==> config.mk <==
export PLATFORM = sky130hd
export DESIGN_NAME = calendar_date_subtractor
export DESIGN_NICKNAME = d
export VERILOG_FILES = /design/src/hw/rtl/cds_pkg.sv /design/src/hw/rtl/cds_datapath.sv /design/src/hw/rtl/cds_ctrl.sv /design/src/hw/rtl/calendar_date_subtractor.sv
export SDC_FILE = /design/constraint.sdc
export NUM_CORES = 1
export LEC_CHECK = 0
export BUFFER_PORTS_ARGS = -buffer_cell sky130_fd_sc_hd__buf_4
export CORE_AREA = 2 2 230 232
export CTS_CLUSTER_SIZE = 16
export DETAILED_ROUTE_END_ITERATION = 10
export DIE_AREA = 0 0 232 234
export GPL_TIMING_DRIVEN = 0
export PLACE_DENSITY = 0.45
export SLEW_MARGIN = 10
export SYNTH_ARGS = -nofsm -noshare
export SYNTH_HDL_FRONTEND = slang
export SYNTH_SLANG_ARGS = --single-unit
==> constraint.sdc <==
create_clock -name clock -period 8.1 [get_ports clock]
set_clock_uncertainty 0.2 [all_clocks]
set_input_delay 1.215 -clock clock [delete_from_list [all_inputs] [get_ports clock]]
set_output_delay 1.215 -clock clock [all_outputs]
set_load 0.005 [all_outputs]
==> src/hw/rtl/cds_pkg.sv <==
// ----------------------------------------------------------------------------
// Calendar date subtractor package
// Shared field widths, command and operation codes, controller status, and the
// month length lookup used by the controller and datapath.
// ----------------------------------------------------------------------------
package cds_pkg;

   localparam int COUNT_BITS_DEFAULT = 16;

   localparam int CMD_W       = 3;
   localparam int CNT_FIELD_W = 16;
   localparam int DAY_W       = 5;
   localparam int MONTH_W     = 4;
   localparam int YEAR_W      = 14;
   localparam int CENT_W      = 7;

   localparam int REQ_DATA_W = 48;
   localparam int RSP_DATA_W = 24;

   localparam logic [31:0]        DAYS_400Y  = 32'd146097;
   localparam logic [YEAR_W-1:0]  YEAR_ONE   = 14'd1;
   localparam logic [YEAR_W-1:0]  YEAR_MAX   = 14'd9999;
   localparam logic [YEAR_W-1:0]  YEARS_400  = 14'd400;
   localparam logic [YEAR_W-1:0]  CENT_YEARS = 14'd100;
   localparam logic [CENT_W-1:0]  CENTS_400  = 7'd4;
   localparam logic [CENT_W-1:0]  YY_MAX     = 7'd99;
   localparam logic [MONTH_W-1:0] MONTH_JAN  = 4'd1;
   localparam logic [MONTH_W-1:0] MONTH_FEB  = 4'd2;
   localparam logic [MONTH_W-1:0] MONTH_DEC  = 4'd12;
   localparam logic [DAY_W-1:0]   DAY_ONE    = 5'd1;

   // Division by 100 as a multiply by a scaled reciprocal, exact for years up to 9999.
   localparam logic [12:0] RECIP_100   = 13'd5243;
   localparam int          RECIP_SHIFT = 19;
   localparam int          RECIP_W     = 27;

   localparam logic [DAY_W-1:0] MONTH_LEN [12] = '{
      5'd31, 5'd28, 5'd31, 5'd30, 5'd31, 5'd30,
      5'd31, 5'd31, 5'd30, 5'd31, 5'd30, 5'd31
   };

   typedef enum logic [CMD_W-1:0] {
      CMD_DAYS         = 3'd0,
      CMD_WEEKS        = 3'd1,
      CMD_MONTHS       = 3'd2,
      CMD_YEARS        = 3'd3,
      CMD_YEARS_DIRECT = 3'd4
   } cmd_type;

   typedef enum logic [3:0] {
      OP_NONE,
      OP_LOAD,
      OP_SPLIT,
      OP_CLAMP,
      OP_DIRECT,
      OP_DAY,
      OP_MONTH,
      OP_YEAR,
      OP_EMIT
   } op_type;

   typedef struct packed {
      logic [CMD_W-1:0] cmd;
      logic             uf;
      logic             cnt_zero;
      logic             back_zero;
   } status_type;

   function automatic logic is_leap(logic [CENT_W-1:0] cent, logic [CENT_W-1:0] yy);
      return (yy != '0) ? (yy[1:0] == 2'b00) : (cent[1:0] == 2'b00);
   endfunction

   function automatic logic [DAY_W-1:0] month_days(logic [MONTH_W-1:0] m, logic leap);
      logic [DAY_W-1:0] len;
      len = MONTH_LEN[m - MONTH_JAN];
      if (m == MONTH_FEB && leap) begin
         len = len + DAY_ONE;
      end
      return len;
   endfunction

endpackage

==> src/hw/rtl/cds_datapath.sv <==
// ----------------------------------------------------------------------------
// Calendar date subtractor datapath
// Holds the working date, counters and result register, and carries out one
// operation per cycle as commanded by the controller.
// ----------------------------------------------------------------------------
module cds_datapath #(
   parameter int COUNT_BITS = cds_pkg::COUNT_BITS_DEFAULT
) (
   input  logic                          clock,
   input  logic                          reset,
   input  cds_pkg::op_type               op,
   output cds_pkg::status_type           status,
   input  logic [cds_pkg::CMD_W-1:0]     command,
   input  logic [cds_pkg::CNT_FIELD_W-1:0] count,
   input  logic [cds_pkg::DAY_W-1:0]     day_in,
   input  logic [cds_pkg::MONTH_W-1:0]   month_in,
   input  logic [cds_pkg::YEAR_W-1:0]    year_in,
   output logic [cds_pkg::DAY_W-1:0]     day_out,
   output logic [cds_pkg::MONTH_W-1:0]   month_out,
   output logic [cds_pkg::YEAR_W-1:0]    year_out,
   output logic                          underflow
);

   localparam int CNT_W  = (COUNT_BITS < cds_pkg::CNT_FIELD_W) ? COUNT_BITS
                                                              : cds_pkg::CNT_FIELD_W;
   localparam int BACK_W = CNT_W + 3;

   logic [cds_pkg::CMD_W-1:0]   cmd_ff;
   logic [CNT_W-1:0]            cnt_ff;
   logic [BACK_W-1:0]           back_ff;
   logic [cds_pkg::DAY_W-1:0]   d_ff;
   logic [cds_pkg::MONTH_W-1:0] m_ff;
   logic [cds_pkg::YEAR_W-1:0]  y_ff;
   logic [cds_pkg::CENT_W-1:0]  cent_ff;
   logic [cds_pkg::CENT_W-1:0]  yy_ff;
   logic                        uf_ff;

   logic [cds_pkg::DAY_W-1:0]   day_out_ff;
   logic [cds_pkg::MONTH_W-1:0] month_out_ff;
   logic [cds_pkg::YEAR_W-1:0]  year_out_ff;
   logic                        underflow_ff;

   logic [CNT_W-1:0]            cnt_in;
   logic [BACK_W-1:0]           back_in;
   logic [cds_pkg::MONTH_W-1:0] m_clamp;
   logic [cds_pkg::YEAR_W-1:0]  y_clamp;
   logic [cds_pkg::RECIP_W-1:0] y_prod;
   logic [cds_pkg::CENT_W-1:0]  cent_split;
   logic [cds_pkg::CENT_W-1:0]  yy_split;
   logic [cds_pkg::CENT_W-1:0]  cent_dec;
   logic [cds_pkg::CENT_W-1:0]  yy_dec;
   logic                        leap_cur;
   logic                        leap_dec;
   logic                        jan;
   logic [cds_pkg::MONTH_W-1:0] m_prev;
   logic [cds_pkg::YEAR_W-1:0]  y_pm;
   logic [cds_pkg::CENT_W-1:0]  cent_pm;
   logic [cds_pkg::CENT_W-1:0]  yy_pm;
   logic [cds_pkg::DAY_W-1:0]   dim_cur;
   logic [cds_pkg::DAY_W-1:0]   dim_pm;
   logic [cds_pkg::DAY_W-1:0]   dim_py;
   logic                        year_one;
   logic                        first_month;
   logic                        leap_jump;

   always_comb begin
      cnt_in  = count[CNT_W-1:0];
      back_in = BACK_W'(cnt_in);
      if (command == cds_pkg::CMD_WEEKS) begin
         back_in = (BACK_W'(cnt_in) << 3) - BACK_W'(cnt_in);
      end

      m_clamp = month_in;
      if (month_in < cds_pkg::MONTH_JAN) begin
         m_clamp = cds_pkg::MONTH_JAN;
      end else if (month_in > cds_pkg::MONTH_DEC) begin
         m_clamp = cds_pkg::MONTH_DEC;
      end
      y_clamp = year_in;
      if (year_in < cds_pkg::YEAR_ONE) begin
         y_clamp = cds_pkg::YEAR_ONE;
      end else if (year_in > cds_pkg::YEAR_MAX) begin
         y_clamp = cds_pkg::YEAR_MAX;
      end

      y_prod     = cds_pkg::RECIP_W'(y_ff) * cds_pkg::RECIP_W'(cds_pkg::RECIP_100);
      cent_split = y_prod[cds_pkg::RECIP_SHIFT +: cds_pkg::CENT_W];
      yy_split   = cds_pkg::CENT_W'(y_ff - cds_pkg::YEAR_W'(cent_split) * cds_pkg::CENT_YEARS);

      if (yy_ff == '0) begin
         cent_dec = cent_ff - 1'b1;
         yy_dec   = cds_pkg::YY_MAX;
      end else begin
         cent_dec = cent_ff;
         yy_dec   = yy_ff - 1'b1;
      end
      leap_cur = cds_pkg::is_leap(cent_ff, yy_ff);
      leap_dec = cds_pkg::is_leap(cent_dec, yy_dec);

      jan = (m_ff == cds_pkg::MONTH_JAN);
      if (jan) begin
         m_prev  = cds_pkg::MONTH_DEC;
         y_pm    = y_ff - 1'b1;
         cent_pm = cent_dec;
         yy_pm   = yy_dec;
      end else begin
         m_prev  = m_ff - 1'b1;
         y_pm    = y_ff;
         cent_pm = cent_ff;
         yy_pm   = yy_ff;
      end

      dim_cur = cds_pkg::month_days(m_ff, leap_cur);
      dim_pm  = cds_pkg::month_days(m_prev, jan ? leap_dec : leap_cur);
      dim_py  = cds_pkg::month_days(m_ff, leap_dec);

      year_one    = (y_ff == cds_pkg::YEAR_ONE);
      first_month = jan && year_one;
      leap_jump   = (32'(back_ff) >= cds_pkg::DAYS_400Y) && (y_ff > cds_pkg::YEARS_400);
   end

   always_ff @(posedge clock) begin
      if (reset) begin
         uf_ff <= 1'b0;
      end else begin
         unique case (op)
            cds_pkg::OP_LOAD: begin
               cmd_ff  <= command;
               cnt_ff  <= cnt_in;
               back_ff <= back_in;
               d_ff    <= day_in;
               m_ff    <= m_clamp;
               y_ff    <= y_clamp;
               uf_ff   <= 1'b0;
            end
            cds_pkg::OP_SPLIT: begin
               cent_ff <= cent_split;
               yy_ff   <= yy_split;
            end
            cds_pkg::OP_CLAMP: begin
               if (d_ff == '0) begin
                  d_ff <= cds_pkg::DAY_ONE;
               end else if (d_ff > dim_cur) begin
                  d_ff <= dim_cur;
               end
            end
            cds_pkg::OP_DIRECT: begin
               if (32'(cnt_ff) >= 32'(y_ff)) begin
                  uf_ff <= 1'b1;
               end else begin
                  y_ff <= cds_pkg::YEAR_W'(32'(y_ff) - 32'(cnt_ff));
               end
            end
            cds_pkg::OP_DAY: begin
               priority if (leap_jump) begin
                  back_ff <= back_ff - BACK_W'(cds_pkg::DAYS_400Y);
                  y_ff    <= y_ff - cds_pkg::YEARS_400;
                  cent_ff <= cent_ff - cds_pkg::CENTS_400;
               end else if (back_ff < BACK_W'(d_ff)) begin
                  d_ff    <= d_ff - back_ff[cds_pkg::DAY_W-1:0];
                  back_ff <= '0;
               end else if (first_month) begin
                  uf_ff <= 1'b1;
               end else begin
                  back_ff <= back_ff - BACK_W'(d_ff);
                  m_ff    <= m_prev;
                  y_ff    <= y_pm;
                  cent_ff <= cent_pm;
                  yy_ff   <= yy_pm;
                  d_ff    <= dim_pm;
               end
            end
            cds_pkg::OP_MONTH: begin
               if (first_month) begin
                  uf_ff <= 1'b1;
               end else begin
                  cnt_ff  <= cnt_ff - 1'b1;
                  m_ff    <= m_prev;
                  y_ff    <= y_pm;
                  cent_ff <= cent_pm;
                  yy_ff   <= yy_pm;
                  if (d_ff > dim_pm) begin
                     d_ff <= dim_pm;
                  end
               end
            end
            cds_pkg::OP_YEAR: begin
               if (year_one) begin
                  uf_ff <= 1'b1;
               end else begin
                  cnt_ff  <= cnt_ff - 1'b1;
                  y_ff    <= y_ff - 1'b1;
                  cent_ff <= cent_dec;
                  yy_ff   <= yy_dec;
                  if (d_ff > dim_py) begin
                     d_ff <= dim_py;
                  end
               end
            end
            cds_pkg::OP_EMIT: begin
               underflow_ff <= uf_ff;
               if (uf_ff) begin
                  day_out_ff   <= cds_pkg::DAY_ONE;
                  month_out_ff <= cds_pkg::MONTH_JAN;
                  year_out_ff  <= cds_pkg::YEAR_ONE;
               end else begin
                  day_out_ff   <= d_ff;
                  month_out_ff <= m_ff;
                  year_out_ff  <= y_ff;
               end
            end
            default: begin
            end
         endcase
      end
   end

   assign status.cmd       = cmd_ff;
   assign status.uf        = uf_ff;
   assign status.cnt_zero  = (cnt_ff == '0);
   assign status.back_zero = (back_ff == '0);

   assign day_out   = day_out_ff;
   assign month_out = month_out_ff;
   assign year_out  = year_out_ff;
   assign underflow = underflow_ff;

endmodule

==> src/hw/rtl/cds_ctrl.sv <==
// ----------------------------------------------------------------------------
// Calendar date subtractor controller
// Sequences load, normalization, stepping and result hand-off, and owns the
// request and response handshakes.
// ----------------------------------------------------------------------------
module cds_ctrl (
   input  logic                clock,
   input  logic                reset,
   input  logic                req_tvalid,
   output logic                req_tready,
   output logic                rsp_tvalid,
   input  logic                rsp_tready,
   input  cds_pkg::status_type status,
   output cds_pkg::op_type     op
);

   typedef enum logic [3:0] {
      ST_IDLE,
      ST_SPLIT,
      ST_CLAMP,
      ST_DAY,
      ST_MONTH,
      ST_YEAR,
      ST_DIRECT,
      ST_RESPLIT,
      ST_RECLAMP,
      ST_DONE
   } state_type;

   state_type state_ff;
   logic      rsp_valid_ff;
   logic      slot_free;

   assign slot_free  = !rsp_valid_ff || rsp_tready;
   assign req_tready = (state_ff == ST_IDLE);
   assign rsp_tvalid = rsp_valid_ff;

   always_comb begin
      op = cds_pkg::OP_NONE;
      unique case (state_ff)
         ST_IDLE: begin
            if (req_tvalid) begin
               op = cds_pkg::OP_LOAD;
            end
         end
         ST_SPLIT, ST_RESPLIT: op = cds_pkg::OP_SPLIT;
         ST_CLAMP, ST_RECLAMP: op = cds_pkg::OP_CLAMP;
         ST_DIRECT:            op = cds_pkg::OP_DIRECT;
         ST_DAY: begin
            if (!status.back_zero && !status.uf) begin
               op = cds_pkg::OP_DAY;
            end
         end
         ST_MONTH: begin
            if (!status.cnt_zero && !status.uf) begin
               op = cds_pkg::OP_MONTH;
            end
         end
         ST_YEAR: begin
            if (!status.cnt_zero && !status.uf) begin
               op = cds_pkg::OP_YEAR;
            end
         end
         ST_DONE: begin
            if (slot_free) begin
               op = cds_pkg::OP_EMIT;
            end
         end
         default: op = cds_pkg::OP_NONE;
      endcase
   end

   always_ff @(posedge clock) begin
      if (reset) begin
         state_ff     <= ST_IDLE;
         rsp_valid_ff <= 1'b0;
      end else begin
         if (state_ff == ST_DONE && slot_free) begin
            rsp_valid_ff <= 1'b1;
         end else if (rsp_valid_ff && rsp_tready) begin
            rsp_valid_ff <= 1'b0;
         end
         unique case (state_ff)
            ST_IDLE: begin
               if (req_tvalid) begin
                  state_ff <= ST_SPLIT;
               end
            end
            ST_SPLIT: state_ff <= ST_CLAMP;
            ST_CLAMP: begin
               unique case (status.cmd)
                  cds_pkg::CMD_DAYS,
                  cds_pkg::CMD_WEEKS:        state_ff <= ST_DAY;
                  cds_pkg::CMD_MONTHS:       state_ff <= ST_MONTH;
                  cds_pkg::CMD_YEARS:        state_ff <= ST_YEAR;
                  cds_pkg::CMD_YEARS_DIRECT: state_ff <= ST_DIRECT;
                  default:                   state_ff <= ST_DONE;
               endcase
            end
            ST_DAY: begin
               if (status.back_zero || status.uf) begin
                  state_ff <= ST_DONE;
               end
            end
            ST_MONTH, ST_YEAR: begin
               if (status.cnt_zero || status.uf) begin
                  state_ff <= ST_DONE;
               end
            end
            ST_DIRECT:  state_ff <= ST_RESPLIT;
            ST_RESPLIT: state_ff <= ST_RECLAMP;
            ST_RECLAMP: state_ff <= ST_DONE;
            ST_DONE: begin
               if (slot_free) begin
                  state_ff <= ST_IDLE;
               end
            end
            default: state_ff <= ST_IDLE;
         endcase
      end
   end

endmodule

==> src/hw/rtl/calendar_date_subtractor.sv <==
// A new request word is accepted only once the previous word has been stepped through
// and its result moved to the response register; a finished result may wait for a free slot.
// Days and weeks step once per 400-year jump, once per month boundary crossed and once
// for a final partial month; months and years stepwise step once per unit of count.
// Synchronous active-high reset returns the controller to idle with no result held.
// ----------------------------------------------------------------------------
// Calendar date subtractor
// Moves a Gregorian date back by a count of days, weeks, months or years.
// ----------------------------------------------------------------------------
module calendar_date_subtractor #(
   parameter int COUNT_BITS = cds_pkg::COUNT_BITS_DEFAULT
) (
   input  logic                            clock,
   input  logic                            reset,
   input  logic                            req_tvalid,
   output logic                            req_tready,
   // command[2:0], count[18:3], day_in[23:19], month_in[27:24], year_in[41:28]
   input  logic [cds_pkg::REQ_DATA_W-1:0]  req_tdata,
   output logic                            rsp_tvalid,
   input  logic                            rsp_tready,
   // day_out[4:0], month_out[8:5], year_out[22:9]
   output logic [cds_pkg::RSP_DATA_W-1:0]  rsp_tdata,
   // underflow[0]
   output logic [0:0]                      rsp_tuser
);

   cds_pkg::op_type     op;
   cds_pkg::status_type status;

   logic [cds_pkg::DAY_W-1:0]   day_out;
   logic [cds_pkg::MONTH_W-1:0] month_out;
   logic [cds_pkg::YEAR_W-1:0]  year_out;
   logic                        underflow;

   cds_ctrl u_ctrl (
      .clock      (clock),
      .reset      (reset),
      .req_tvalid (req_tvalid),
      .req_tready (req_tready),
      .rsp_tvalid (rsp_tvalid),
      .rsp_tready (rsp_tready),
      .status     (status),
      .op         (op)
   );

   cds_datapath #(
      .COUNT_BITS (COUNT_BITS)
   ) u_datapath (
      .clock     (clock),
      .reset     (reset),
      .op        (op),
      .status    (status),
      .command   (req_tdata[2:0]),
      .count     (req_tdata[18:3]),
      .day_in    (req_tdata[23:19]),
      .month_in  (req_tdata[27:24]),
      .year_in   (req_tdata[41:28]),
      .day_out   (day_out),
      .month_out (month_out),
      .year_out  (year_out),
      .underflow (underflow)
   );

   assign rsp_tdata = {1'b0, year_out, month_out, day_out};
   assign rsp_tuser = underflow;

   a_busy_after_accept: assert property (@(posedge clock) disable iff (reset)
      req_tvalid && req_tready |=> !req_tready)
      else $error("Request accepted while a word is still in progress.");

   a_result_in_range: assert property (@(posedge clock) disable iff (reset)
      rsp_tvalid |-> rsp_tdata[4:0] != 5'd0 && rsp_tdata[8:5] != 4'd0
                     && rsp_tdata[8:5] <= 4'd12 && rsp_tdata[22:9] != 14'd0
                     && rsp_tdata[22:9] <= 14'd9999)
      else $error("Result date out of range.");

   a_underflow_saturates: assert property (@(posedge clock) disable iff (reset)
      rsp_tvalid && rsp_tuser[0] |-> rsp_tdata[4:0] == 5'd1 && rsp_tdata[8:5] == 4'd1
                                     && rsp_tdata[22:9] == 14'd1)
      else $error("Underflow result is not saturated to the first day of year one.");

endmodule

* Word-level counts from Yosys, hierarchy flattened
Memories as Yosys holds them, arrays and structs flattened. Index checks and enable logic that the tools add are counted. W data, S select, Z words.
Cells by class: add/sub/neg operators 16, $mul 2, magnitude comparators 13, equality and inequality tests 43, multiplexer cells 78, bitwise gates (word level) 3, reductions and logical operators 50
Operators with widths (number):
- $mux W14 | 8
- $mux W7 | 12
- $mux W5 | 16
- $mux W19 | 4
- $pmux W14 S5 | 1
- $pmux W7 S4 | 2
- $pmux W16 S3 | 1
- $mux W4 | 11
- $pmux W19 S2 | 1
- $pmux W4 S9 | 1
- $eq A4 B3 Y1 const B | 8
- $mux W16 | 2
- $pmux W4 S8 | 1
- $mul A14 B13 Y26 const B | 1
- $pmux W5 S5 | 1
- $eq A4 B2 Y1 const B | 6
- $ge A19 B18 Y1 const B | 1
- $logic_not A19 Y1 | 1
- $lt A19 B5 Y1 | 1
- $sub A19 B16 Y19 | 1
- $sub A19 B18 Y19 const B | 1
- $sub A19 B5 Y19 | 1
- $ge A16 B14 Y1 | 1
- $logic_not A16 Y1 | 1
- other kinds (56) | 121
Word-level totals: bits in registers 105, memory bits (read-only) 160, input bits 52, output and inout port bits 27, word-level logic and storage cells 222, memories 2
Memories:
- (name not given) | words 16, width 5, read ports 1, clocked after memory_dff 0, write ports 0, line cds_pkg.sv:75 | len = MONTH_LEN[m - MONTH_JAN];
- (name not given) | words 16, width 5, read ports 1, clocked after memory_dff 0, write ports 0, line cds_pkg.sv:75

* Logic depth before layout (Yosys ltp)
depth after elaboration 13, depth in mapped cells 26, depth with buffers taken out 25

* Hierarchy
From an unflattened synthesis, not the netlist that was laid out.
Unflattened totals: cell total of the unflattened synthesis 1504, area total of the unflattened synthesis 13106.3 um^2
By module, submodules not included:
- cds_datapath | times used 1, cells each 1447, area each 12649.6 um^2, seq. area each 2842.7 um^2
- cds_ctrl | times used 1, cells each 55, area each 445.4 um^2, seq. area each 100.1 um^2
- calendar_date_subtractor | times used 1, cells each 2, area each 11.3 um^2, seq. area each 0.0 um^2

* Least setup slack after synthesis
Ideal clock, no wire load.
path kind flip-flop to flip-flop, start point register u_datapath.y_ff[7] (netlist name), end point register u_datapath.yy_ff[6] (netlist name), data pin, library setup time 167 ps, arrival time 5859 ps, data required time 7733 ps, setup slack 1873 ps, cell stages (with the launch flop) 27, buffers on the path 1, clock period less this slack 6227 ps, path through edfxtp_1 clkbuf_1 inv_1 fa_1 inv_1 ha_1 fa_1 fa_1 inv_1 fa_1 inv_1 ha_1 nand4_1 nor3_1 a41oi_1 a21oi_1 a21oi_1 o21ai_0 xor2_1 ha_1 inv_1 ha_1 a21oi_1 xnor2_1 xnor2_1 nor3_1 a211oi_1
On the way: word-level cells in the longest chain between the ends 6, elaborated cells on any way between the ends 9, those cells by class 1 x add/sub; 2 x mul; 1 x eq/ne; 4 x mux; 1 x reduce/logical
Ends and longest elaborated chain:
- start, declared | line cds_datapath.sv:33 | logic [cds_pkg::YEAR_W-1:0] y_ff;
- start signal, assigned | line cds_datapath.sv:133 | y_ff <= y_clamp;
- start signal, assigned | line cds_datapath.sv:151 | y_ff <= cds_pkg::YEAR_W'(32'(y_ff) - 32'(cnt_ff));
- start signal, assigned | line cds_datapath.sv:157 | y_ff <= y_ff - cds_pkg::YEARS_400;
- branches (longest 5 deep; another with $mul A14 B13 Y26)
- $pmux W7 S4 (*) | line cds_datapath.sv:126 | unique case (op)
- end signal, assigned | line cds_datapath.sv:138 | yy_ff <= yy_split;
- end signal, assigned | line cds_datapath.sv:169 | yy_ff <= yy_pm;
- end signal, assigned | line cds_datapath.sv:181 | yy_ff <= yy_pm;
- end, declared | line cds_datapath.sv:35 | logic [cds_pkg::CENT_W-1:0] yy_ff;
Mark *: on every way between the ends. The select of a mux whose other input is x is not followed. A chain may end at the register's enable or synchronous reset.

* Final worst setup path
Ends and elaborated chain as after synthesis.

==> impl_metrics.yaml <==
sta:
  slew_headroom_pct: 22.76
  fin_crit_sh_pct: 91.57
  worst_pin_slew_ns: 1.150
  maxSlewViolCount: 0
  finalCriticalPeriod_ns: 7.417
  rsz0062_at_grt: "false"
  setup_violations: 0
  tns_ns: 0
  fmax_ghz: 0.1348
  hold_viol_final: 0
setup_path:
  required_ns: 8.13
  endpoint_kind: "flip-flop"
  startpoint_type: "flip-flop"
  worstPathMaxFanout: 10
  setup.worst_path.class: "flip-flop to flip-flop"
  r2r-start: "u_datapath.y_ff[7]$_DFFE_PP_"
  rrSetupSlack_ns: 0.68
  arrival_ns: 7.45
  cp-startpoint: "u_datapath.y_ff[7]$_DFFE_PP_"
routing:
  wirelength_mm: 42.31
  viasPerCell: 4.993
  drtAntennaViolNets: 0
  vias: 11094
  drcViolationCount: 0
  post_drt_wl_per_cell_um: 19.04
  first_pass_iters: 7
  first_iter_violations: 755
yosys:
  synth_edf_count: 94
  synth_cell_types: 89
  ys_ff_latch: 100
  syn_area_um2: 12860
  syn_area_per_cell_um2: 8.899
  synth_ff_type: "edfxtp_1"
  yosysSeqAreaShare_pct: 22.89
  syn_inst: 1445
  synthArstFlopShare_pct: 0
  yosysWarnings: 0
  synthesis.nets: 1757
flow_run:
  cap_violations: 0
placement:
  portBuffers: 70
  dp.final_hpwl_mm: 34.50
  place.gp.congestion: 0.9128
grt:
  grt_overflow: 0
  antenna_found_initial: 0
  grt_max_degree: 25
  first_global_vias: 11057
  grt_pass1_wl_mm: 64.73
  track_usage_pct: 15.74
floorplanning:
  die_h_um: 234
  io_pins: 79
  core_um2: 52020
  rows: 84
  die_w_um: 232
  start_util_pct: 24.72
  die_area_um2: 54290
outcome:
  outcome: "finished clean"
cts:
  clkTransAtPathRegs_ns: 0.08
  cts-hold-fix-buffers: 0
  cts_setup_buffers: 0
  htreeDepth: 3
  cts_resized: 0
  cts_tree: "yes"
  cts_buffers: 9
  clock_latency_ns: 0.39
  cts-root-buf: "clkbuf_16"
  clockBufferDepth: 2
  cts_num_sinks: 100
min_path:
  hp-class: "flip-flop to flip-flop"
  hold_path_startpoint: "u_datapath.uf_ff$_SDFFE_PP0P_"
final_layout:
  drive_gt1_share_pct: 9.518
  area_growth_pct: 14.26
  nets: 1841
  diodes: 0
## placed cells by master, fill, tap and decap left out, types with 8 or more instances in the layout
master     netlist  routed
a31oi_1         16      16
nor3_1          30      30
a21oi_1        102     102
o21a_1          16      16
o21ai_0         80      80
nand2_1         81      81
buf_2            9       9
o22ai_1         22      22
clkbuf_1        31      31
nor2_1         119     117
a21o_1          25      25
ha_1           194     194
or3_1           11      11
nand4_1         13      13
nor4_1          17      16
fa_1            66      66
buf_4            4      74
nand2b_1        19      19
edfxtp_1        94      94
nor2b_1         13      13
xnor2_1         62      62
a211oi_1        21      19
o211ai_1        11      11
and3_1          17      17
xor2_1          15      15
a221oi_1         8       8
nand3_1         24      24
clkbuf_16        0       9
inv_1          170     170
and2_1           8       8
## metal layers
layer	wire length, µm	vias up	track usage [%]
met1	20210	5366	21.75
met3	2024	40	2.566
met5	0	-	0
met2	19210	326	25.49
met4	867	0	4.006
li1	-	5362	-
## cells by family after synthesis
kind of cell               count (synthesis)  share of synthesized area (%)
other                                      1                        0.02916
and+or+nand+nor                          394                          15.49
buffers and inverters                    216                          6.568
AOI/OAI and AO/OA                        389                          20.00
xor gates and xnor gates                  77                          5.245
adders and majority gates                260                          29.15
DFF                                      100                          22.89
muxes                                      8                         0.6325
## cell usage after synthesis, drive strengths merged (19+ instances only)
library cell    n  area share [%]
ha            194              19
inv           170             5.0
nor2          119             3.5
a21oi         102             4.0
edfxtp         94              22
o21ai          91             3.7
nand2          83             2.5
fa             66              10
xnor2          62             4.2
clkbuf         31            0.90
nor3           30             1.2
a21o           25             1.5
nand3          25             1.0
a211oi         22             1.3
o22ai          22             1.1
nand2b         19            0.92
nor4           19             1.0
## worst max-delay path, cell delays in order (launching register included)
cell	delay (ns)
edfxtp_1	0.78
clkbuf_1	0.33
inv_1	0.25
fa_1	0.53
inv_1	0.04
ha_1	0.21
fa_1	0.50
fa_1	0.50
inv_1	0.06
fa_1	0.54
inv_1	0.04
ha_1	0.29
nand4_1	0.12
nor3_1	0.19
a41oi_1	0.07
a21oi_1	0.52
a21oi_1	0.23
o21ai_0	0.24
xor2_1	0.21
ha_1	0.21
xnor2_1	0.14
xnor2_1	0.10
xnor2_1	0.29
xnor2_1	0.13
xnor2_1	0.24
nor3_1	0.08
a211oi_1	0.22
## state kept, by name (all words and copies together), names as in the netlist
signal / cells
u_datapath.year_out: 14
u_datapath.m_ff: 4
u_datapath.y_ff: 14
u_datapath.yy_ff: 7
u_datapath.day_out: 5
u_ctrl.state_ff: 4
u_datapath.d_ff: 5
u_datapath.month_out: 4
u_datapath.cent_ff: 2
u_datapath.underflow: 1
u_datapath.back_ff: 19
u_datapath.cnt_ff: 16
u_datapath.uf_ff: 1
u_datapath.cmd_ff: 3
u_ctrl.rsp_tvalid: 1
## path summary, 6_finish.rpt
kind,endpoint,depth (start not counted)
max,u_datapath.yy_ff[6]$_DFFE_PP_,26
min,u_datapath.underflow$_DFFE_PP_,0
max reg2reg,u_datapath.yy_ff[6]$_DFFE_PP_,26
min reg2reg,u_datapath.underflow$_DFFE_PP_,0
## stage by stage
step | utilization [%] | std cells | setup WS [ns] | area (µm²) | hold WS, ns
after floorplan | - | 1445 | 1.873 | 12860 | 0.2064
after global placement | 27.38 | 2203 | 0.7403 | 14240 | 0.2771
after detailed placement | 27.51 | 2206 | 0.7156 | 14310 | 0.2769
after CTS | 28.23 | 2222 | 0.6698 | 14690 | 0.2950
after global routing | 28.24 | 2222 | 0.2155 | 14690 | 0.3025
final | 28.24 | 2222 | 0.6832 | 14690 | 0.2848
## final cells by class
type | count | area [µm²]
tap | 688 | 860.8
clock inverter | 7 | 147.6
fill | 5549 | 37330
timing repair buffer | 73 | 566.8
buffer | 46 | 206.4
multi-input combinational | 1129 | 9105
clock buffer | 9 | 225.2
sequential | 100 | 2943
inverter | 170 | 638.1
Power is left out: the tool's default activity adds up to more than one toggle a clock period on the data nets, which glitch-free logic cannot reach.
